`config.mk`:
```
export PLATFORM = sky130hd
export DESIGN_NAME = ipv4_route_table_lookup
export DESIGN_NICKNAME = d
export VERILOG_FILES = /design/src/hw/rtl/iprt_pkg.sv /design/src/hw/rtl/ipv4_route_table_lookup.sv
export SDC_FILE = /design/constraint.sdc
export NUM_CORES = 2
export LEC_CHECK = 0
export BUFFER_PORTS_ARGS = -buffer_cell sky130_fd_sc_hd__buf_2
export CORE_ASPECT_RATIO = 1.5
export CORE_MARGIN = 2
export CORE_UTILIZATION = 35
export CTS_BUF_LIST = sky130_fd_sc_hd__clkbuf_2
export CTS_CLUSTER_DIAMETER = 120
export CTS_CLUSTER_SIZE = 20
export DETAILED_ROUTE_END_ITERATION = 8
export SLEW_MARGIN = 15
export SYNTH_ARGS = -nofsm -noshare
export SYNTH_HDL_FRONTEND = slang
export SYNTH_SLANG_ARGS = --single-unit
```
`constraint.sdc`:
```
create_clock -name clk -period 12.65 [get_ports clk]
set_input_delay 1.8975 -clock clk [delete_from_list [all_inputs] [get_ports clk]]
set_output_delay 1.8975 -clock clk [all_outputs]
set_load 0.03 [all_outputs]
```
`src/hw/rtl/iprt_pkg.sv`:
```
`default_nettype none

package iprt_pkg;

  localparam int ADDR_W     = 32;
  localparam int MODE_W     = 2;
  localparam int STATUS_W   = 3;
  localparam int IFC_PORT_W = 8;
  localparam int COST_PORT_W = 16;

  typedef logic [MODE_W-1:0]   mode_t;
  typedef logic [STATUS_W-1:0] status_t;

  localparam mode_t MODE_LOOKUP_ANY = 2'd0;
  localparam mode_t MODE_LOOKUP_IFC = 2'd1;
  localparam mode_t MODE_UPSERT     = 2'd2;

  localparam status_t ST_FOUND    = 3'd0;
  localparam status_t ST_NO_ROUTE = 3'd1;
  localparam status_t ST_UPDATED  = 3'd2;
  localparam status_t ST_INSERTED = 3'd3;
  localparam status_t ST_FULL     = 3'd4;

endpackage

`default_nettype wire

```
`src/hw/rtl/ipv4_route_table_lookup.sv`:
```
`default_nettype none

// IPv4 route table with longest-prefix-match lookup and route upsert. Each
// transaction is one operation: mode 0 looks up the address on any interface,
// mode 1 only on interface_id, mode 2 updates the route with the same
// destination, mask and interface or inserts it in the lowest free slot.
// Lookup picks the greatest netmask, then the lower cost, then the lower slot.
// Every lookup and upsert scans the whole table through a single-port entry
// memory, one entry per cycle; mode 3 skips the scan and returns no route.
// in_ready is low from accept until the result is registered. The result
// sits in an output register, and the next transaction can be accepted while
// it waits. Entries are never removed; reset clears only the valid bits.
module ipv4_route_table_lookup #(
  parameter int TABLE_ENTRIES  = 16,
  parameter int INTERFACE_BITS = 8,
  parameter int COST_BITS      = 16
) (
  input  wire                                     clk,
  input  wire                                     rst,

  input  wire                                     in_valid,
  output logic                                    in_ready,
  input  wire  [iprt_pkg::MODE_W-1:0]             mode,
  input  wire  [iprt_pkg::ADDR_W-1:0]             address,
  input  wire  [iprt_pkg::ADDR_W-1:0]             mask,
  input  wire  [iprt_pkg::ADDR_W-1:0]             next_hop,
  input  wire  [iprt_pkg::IFC_PORT_W-1:0]         interface_id,
  input  wire  [iprt_pkg::COST_PORT_W-1:0]        cost,

  output logic                                    out_valid,
  input  wire                                     out_ready,
  output logic [iprt_pkg::STATUS_W-1:0]           status,
  output logic [iprt_pkg::ADDR_W-1:0]             route_dest,
  output logic [iprt_pkg::ADDR_W-1:0]             route_mask,
  output logic [iprt_pkg::ADDR_W-1:0]             route_gateway,
  output logic [iprt_pkg::IFC_PORT_W-1:0]         route_interface,
  output logic [iprt_pkg::COST_PORT_W-1:0]        route_cost
);

  localparam int IDX_W = (TABLE_ENTRIES > 1) ? $clog2(TABLE_ENTRIES) : 1;
  localparam int CNT_W = $clog2(TABLE_ENTRIES + 1);
  localparam int IFX_W = (INTERFACE_BITS > iprt_pkg::IFC_PORT_W) ?
                         INTERFACE_BITS : iprt_pkg::IFC_PORT_W;
  localparam int CX_W  = (COST_BITS > iprt_pkg::COST_PORT_W) ?
                         COST_BITS : iprt_pkg::COST_PORT_W;
  localparam logic [CNT_W-1:0] LAST_CNT = CNT_W'(TABLE_ENTRIES);

  typedef struct packed {
    logic [iprt_pkg::ADDR_W-1:0] dest;
    logic [iprt_pkg::ADDR_W-1:0] mask;
    logic [iprt_pkg::ADDR_W-1:0] gateway;
    logic [INTERFACE_BITS-1:0]   ifc;
    logic [COST_BITS-1:0]        cost;
  } entry_t;

  typedef enum logic [1:0] {
    S_IDLE,
    S_SCAN,
    S_FINISH
  } state_t;

  state_t state;

  // request held for the whole scan
  iprt_pkg::mode_t             req_mode;
  entry_t                      req;

  // entry memory and valid flags
  entry_t                      mem [TABLE_ENTRIES];
  entry_t                      rd_data;
  logic [TABLE_ENTRIES-1:0]    entry_valid;

  logic [CNT_W-1:0]            cnt;
  logic [IDX_W-1:0]            rd_addr;
  logic                        rd_live;
  logic [IDX_W-1:0]            rd_idx;

  logic                        best_found;
  entry_t                      best;
  logic                        match_found;
  logic [IDX_W-1:0]            match_idx;
  logic                        free_found;
  logic [IDX_W-1:0]            free_idx;

  logic                        rd_valid_bit;
  logic                        hit_lookup;
  logic                        better;
  logic                        hit_upsert;

  logic                        fin_go;
  iprt_pkg::status_t           fin_status;
  entry_t                      fin_entry;
  logic                        mem_we;
  logic                        set_valid;
  logic [IDX_W-1:0]            wr_idx;

  logic [IFX_W-1:0]            ifc_in_ext;
  logic [CX_W-1:0]             cost_in_ext;
  logic [IFX_W-1:0]            ifc_out_ext;
  logic [CX_W-1:0]             cost_out_ext;

  assign in_ready    = (state == S_IDLE);
  assign rd_addr     = cnt[IDX_W-1:0];
  assign ifc_in_ext  = IFX_W'(interface_id);
  assign cost_in_ext = CX_W'(cost);
  assign ifc_out_ext  = IFX_W'(fin_entry.ifc);
  assign cost_out_ext = CX_W'(fin_entry.cost);

  // per-entry evaluation on the registered read data
  always_comb begin
    rd_valid_bit = entry_valid[rd_idx];
    hit_lookup   = rd_live && rd_valid_bit &&
                   ((req_mode != iprt_pkg::MODE_LOOKUP_IFC) || (rd_data.ifc == req.ifc)) &&
                   (((req.dest ^ rd_data.dest) & rd_data.mask) == '0);
    better       = !best_found || (rd_data.mask > best.mask) ||
                   ((rd_data.mask == best.mask) && (rd_data.cost < best.cost));
    hit_upsert   = rd_live && rd_valid_bit && (rd_data.dest == req.dest) &&
                   (rd_data.mask == req.mask) && (rd_data.ifc == req.ifc);
  end

  // final result and table write
  always_comb begin
    fin_go     = (state == S_FINISH) && (!out_valid || out_ready);
    fin_status = iprt_pkg::ST_NO_ROUTE;
    fin_entry  = '0;
    mem_we     = 1'b0;
    set_valid  = 1'b0;
    wr_idx     = match_idx;
    unique case (req_mode)
      iprt_pkg::MODE_LOOKUP_ANY, iprt_pkg::MODE_LOOKUP_IFC: begin
        if (best_found) begin
          fin_status = iprt_pkg::ST_FOUND;
          fin_entry  = best;
        end
      end
      iprt_pkg::MODE_UPSERT: begin
        priority if (match_found) begin
          fin_status = iprt_pkg::ST_UPDATED;
          fin_entry  = req;
          mem_we     = fin_go;
        end else if (free_found) begin
          fin_status = iprt_pkg::ST_INSERTED;
          fin_entry  = req;
          mem_we     = fin_go;
          set_valid  = fin_go;
          wr_idx     = free_idx;
        end else begin
          fin_status = iprt_pkg::ST_FULL;
        end
      end
      default: begin
        fin_status = iprt_pkg::ST_NO_ROUTE;
      end
    endcase
  end

  always_ff @(posedge clk) begin
    if (mem_we) begin
      mem[wr_idx] <= fin_entry;
    end
    rd_data <= mem[rd_addr];
  end

  always_ff @(posedge clk) begin
    if (rst) begin
      state       <= S_IDLE;
      entry_valid <= '0;
      out_valid   <= 1'b0;
      rd_live     <= 1'b0;
      cnt         <= '0;
      best_found  <= 1'b0;
      match_found <= 1'b0;
      free_found  <= 1'b0;
    end else begin
      if (out_valid && out_ready && !fin_go) begin
        out_valid <= 1'b0;
      end
      unique case (state)
        S_IDLE: begin
          if (in_valid) begin
            req_mode     <= mode;
            req.dest     <= address;
            req.mask     <= mask;
            req.gateway  <= next_hop;
            req.ifc      <= ifc_in_ext[INTERFACE_BITS-1:0];
            req.cost     <= cost_in_ext[COST_BITS-1:0];
            cnt          <= '0;
            rd_live      <= 1'b0;
            best_found   <= 1'b0;
            match_found  <= 1'b0;
            free_found   <= 1'b0;
            state        <= (mode == iprt_pkg::MODE_LOOKUP_ANY ||
                             mode == iprt_pkg::MODE_LOOKUP_IFC ||
                             mode == iprt_pkg::MODE_UPSERT) ? S_SCAN : S_FINISH;
          end
        end
        S_SCAN: begin
          // each entry is evaluated in the cycle after its read is issued
          if (cnt != LAST_CNT) begin
            cnt     <= cnt + 1'b1;
            rd_live <= 1'b1;
            rd_idx  <= rd_addr;
          end else begin
            rd_live <= 1'b0;
          end
          if (hit_lookup && better) begin
            best_found <= 1'b1;
            best       <= rd_data;
          end
          if (hit_upsert && !match_found) begin
            match_found <= 1'b1;
            match_idx   <= rd_idx;
          end
          if (rd_live && !rd_valid_bit && !free_found) begin
            free_found <= 1'b1;
            free_idx   <= rd_idx;
          end
          if (cnt == LAST_CNT && !rd_live) begin
            state <= S_FINISH;
          end
        end
        S_FINISH: begin
          if (fin_go) begin
            out_valid       <= 1'b1;
            status          <= fin_status;
            route_dest      <= fin_entry.dest;
            route_mask      <= fin_entry.mask;
            route_gateway   <= fin_entry.gateway;
            route_interface <= ifc_out_ext[iprt_pkg::IFC_PORT_W-1:0];
            route_cost      <= cost_out_ext[iprt_pkg::COST_PORT_W-1:0];
            if (set_valid) begin
              entry_valid[wr_idx] <= 1'b1;
            end
            state <= S_IDLE;
          end
        end
        default: begin
          state <= S_IDLE;
        end
      endcase
    end
  end

`ifndef SYNTHESIS
  // routes are never removed
  a_valid_monotonic: assert property (@(posedge clk) disable iff (rst)
    $countones(entry_valid) >= $past($countones(entry_valid)))
    else $error("route table lost a valid entry");

  a_full_only_when_full: assert property (@(posedge clk) disable iff (rst)
    (out_valid && status == iprt_pkg::ST_FULL) |-> (&entry_valid))
    else $error("table full reported with a free slot");

  a_busy_after_accept: assert property (@(posedge clk) disable iff (rst)
    (in_valid && in_ready) |=> !in_ready)
    else $error("accepted a transaction while the previous one runs");

  a_no_read_when_idle: assert property (@(posedge clk) disable iff (rst)
    in_ready |-> !rd_live)
    else $error("scan read pending while idle");

  a_insert_sets_valid: assert property (@(posedge clk) disable iff (rst)
    set_valid |=> entry_valid[$past(wr_idx)])
    else $error("inserted entry not marked valid");
`endif

endmodule

`default_nettype wire

```
==> run summary <==
Once layout is done, the placed cells without fillers occupy 0.0974 mm^2. The HPWL after detailed placement came out at 120,000 um. In the routed design, unresolved DRC markers number 2. The post-synth net total came out at 3,994. The most area-hungry cell type in the Yosys netlist is sky130_fd_sc_hd__edfxtp_1. The area growth from synthesis to final layout came out at 7.72%. The overall die height came out at between 600 and 700 um.

For the worst setup path, the data required time is between 10,000 and 15,000 ps. In this run the power density over the cells is 123 mW/mm^2. The via count of the first global-routing pass came out at between 40,000 and 50,000. In the synthesized netlist the dominant register cell turns out to be sky130_fd_sc_hd__edfxtp_1.

The sequential fraction of the synthesis area came out at 79.5%. The count of nets left with antenna violations once routing finished came out at 0. The final reports fail on DRC. The mean area per synthesized cell is 23.7 um^2. In the post-synthesis netlist, the biggest area contributors are sky130_fd_sc_hd__edfxtp_1 76%, sky130_fd_sc_hd__mux4_2 15%, sky130_fd_sc_hd__dfxtp_1 3.3%.

The combinational power share came out at 2.9%. The max-capacitance violation count came out at 0. The area of the die is between 0.2 and 0.3 mm^2. The global-route congestion overflow total came out at 0. The initial cell density of the core is 35.2%. The largest net degree at the start of global routing came out at between 100 and 150. The clock-pin slew of the registers on the worst-case setup and hold paths is 390 ps. Dividing the detail-routed via count by the number of cells gives 5.30. The Yosys warning count came out at 0. STA classifies the critical path endpoint as a flop. The number of enable flip-flop cells after synthesis came out at 2,297.

The fraction of registers with async set/reset is 0%. The number of failing hold endpoints at the final stage is 0. The clock network fraction of design power came out at 23.5%. The maximum fanout along the worst path came out at 37. In this run the biggest area consumer among cell types represents 76.3% of the synthesized area. The overall track demand over capacity in global routing came out at about 17%.

In the final layout, the multi-input gates occupy between 0.015 and 0.02 mm^2. The flip-flop and latch count after synthesis is 2,445. The post-layout minimum cycle time came out at 4680 ps.

The total standard cell area after synthesis is approximately 0.090 mm^2. The initial antenna violation count is 14. Dividing the detail-routed wire length by the instance count gives 28.7 um. The number of buffers inserted by post-CTS setup repair came out at 0. The number of pins exceeding their max-slew limit in the final report is 0. The number of search-and-repair iterations in the first detailed-routing pass is 9.

The critical path is of the reg -> reg type. For the worst setup path, the data arrival time is roughly 6000 ps. For the final database, setup skew stands at 188 ps.

The iteration-0 DRC count of the detailed router is 3,802. The leakage power of the design came out at 33.8 nW. The instance count of the mapped netlist is roughly 3,800. The total power draw came out at 12.0 mW.

After clock tree synthesis, the repair step resized 0 gates. In this run the tool buffered the top-level ports with 250 buffer cells. The power share of the sequential group came out at 73.6%. In the final layout, the share of cells above drive strength 1 is ~29%. The worst setup path is launched from a flop. The path category of the worst min-delay check is in -> reg. The summed negative setup slack over all endpoints came out at 0 ps. For this block, the via count after detailed routing is 40,721.

The placeable core region came out at 0.257 mm^2. The internal portion of total power is roughly 9.4 mW. The standard-cell row count came out at 228. The period utilization is a little under two fifths. The placed standard-cell area is 0.0961 mm^2.

The clock passes through at most 4 buffers. Measured against its own limit, the worst slew margin works out to between 20% and 30%. Clock tree synthesis inserted a total of around 150 buffers. The latest clock arrival within the worst-skew pair is 1740 ps. The worst hold slack is 346 ps. The share of the core filled with cells came out at 37.9%. The number of distinct library cells after synthesis is 50. The congestion estimate from routability-driven global placement came to 0.864. The wire length of the first global-routing pass came out at approximately 320,000 um. The actual slew at the worst max-slew pin came out at approximately 1200 ps. The analysis attributes to net switching a power of around 2.6 mW. Setup repair after global routing left no endpoint under its margin.

The count of boundary I/O pins came out at 251. CTS placed an instance of sky130_fd_sc_hd__clkbuf_2 at the clock tree root. The peak ir drop on the vdd network came out at roughly 57 uV.

CTS saw 2,445 sinks. Setup violations remaining at the end of the flow were counted as 0. The number of fill cells came out at around 23,000. The hold-fix buffer count after cts came out at 0. TritonCTS built the clock tree. The total wire length came out at roughly 220,000 um. The flow ran to the end, but the final reports show violations.

The number of H-tree branching levels is 4. The switching share of power is ~22%. The sequential cells in the finished layout cover a total of 0.0720 mm^2. The horizontal die dimension came out at roughly 420 um. The peak clock frequency supported by timing is roughly 210 MHz. The post-layout net count is 4,294.
[critical path, cell delays in order, from the launching register on]
cell                       delay (ps)
sky130_fd_sc_hd__edfxtp_1         580
sky130_fd_sc_hd__nor4bb_2         220
sky130_fd_sc_hd__buf_4            200
sky130_fd_sc_hd__o31ai_1          630
sky130_fd_sc_hd__nand2_1          420
sky130_fd_sc_hd__nor2_4           800
sky130_fd_sc_hd__buf_4            640
sky130_fd_sc_hd__buf_4            720
[registers in the layout, indices dropped and copies added (netlist names), 3 cells and up]
name,cells
mem,1920
best,120
rd_data,120
req,120
route_dest,32
route_gateway,32
route_mask,32
entry_valid,16
route_cost,16
route_interface,8
cnt,5
free_idx,4
match_idx,4
rd_idx,4
status,3
[synthesized netlist by cell type, drive strengths merged (12+ instances only)]
library cell,instances
clkbuf,98
ha,49
a22o,120
buf,70
nand2,57
edfxtp,2297
dfxtp,148
a21oi,37
xor2,50
xnor2,12
inv,58
nor2,58
mux4,604
nand4,33
nor4,18
nand2b,21
[power groups by stage]
stage               logic [mW]  registers [mW]  clock network (mW)
floorplan                0.227            9.00                   0
global placement         0.358            9.00                   0
detailed placement       0.360            9.00                   0
CTS                      0.361            8.84                2.95
global route             0.377            8.84                3.18
finish                   0.350            8.84                2.82
[layout make-up]
class / count / area share, %
Tap cell: 3450 / 4.43
Multi-Input combinational cell: 1148 / 18.2
Clock inverter: 4 / 0.0270
Timing Repair Buffer: 318 / 1.97
Antenna cell: 11 / 0.0283
Inverter: 58 / 0.223
Sequential cell: 2445 / 73.8
Clock buffer: 249 / 1.28
[worst paths after layout]
check,startpoint,cells past startpoint,end,slack [ps]
worst max register to register,req_mode[1],7,mem[12][49],7980
worst max-delay path,req_mode[1],7,mem[12][49],7980
worst min register to register,rd_data[38],0,best[38],430
worst min-delay path,interface_id[2],1,req[18],350
[cells by family after synthesis]
logic type	share of synthesized area (%)
flip-flops	79.5
multiplexers	15.0
AND/OR/NAND/NOR	1.29
buffers and inverters	1.10
AO/OA/AOI/OAI	1.75
XOR/XNOR	0.600
adder cells (fa/ha/maj)	0.678
[per-layer routing]
metal | global-route usage (%) | wire length (um)
met1 | 22.1 | 90000
met3 | 2.03 | 10900
met4 | 4.66 | 6090
met5 | 0 | 80
met2 | 29.0 | 114000
[metrics by stage]
step	setup WS (ps)	instances
after floorplan	513	3819
after global placement	6560	7419
after detailed placement	6640	7419
after CTS	7890	7672
after global routing	7740	7680
final	7980	7683
[layout by cell type (no fill, tap or decap), types with 5 or more instances in the layout]
cell and count:
sky130_fd_sc_hd__a22o_1 120, sky130_fd_sc_hd__buf_4 55, sky130_fd_sc_hd__nand4_1 33, sky130_fd_sc_hd__buf_2 250, sky130_fd_sc_hd__dfxtp_1 144, sky130_fd_sc_hd__nand3_1 10
sky130_fd_sc_hd__mux4_2 604, sky130_fd_sc_hd__nand2b_1 21, sky130_fd_sc_hd__ha_1 49, sky130_fd_sc_hd__nor2b_1 9, sky130_fd_sc_hd__nor2_4 19, sky130_fd_sc_hd__nand2_1 57
sky130_fd_sc_hd__inv_1 58, sky130_fd_sc_hd__edfxtp_1 2297, sky130_fd_sc_hd__a31oi_1 5, sky130_fd_sc_hd__buf_12 13, sky130_fd_sc_hd__xnor2_1 12, sky130_fd_sc_hd__clkbuf_2 249
sky130_fd_sc_hd__nor2_1 39, sky130_fd_sc_hd__nor3_1 6, sky130_fd_sc_hd__a21oi_1 37, sky130_fd_sc_hd__nor4_1 16, sky130_fd_sc_hd__xor2_1 50, sky130_fd_sc_hd__diode_2 11
Power figures use the tool's default switching activity.
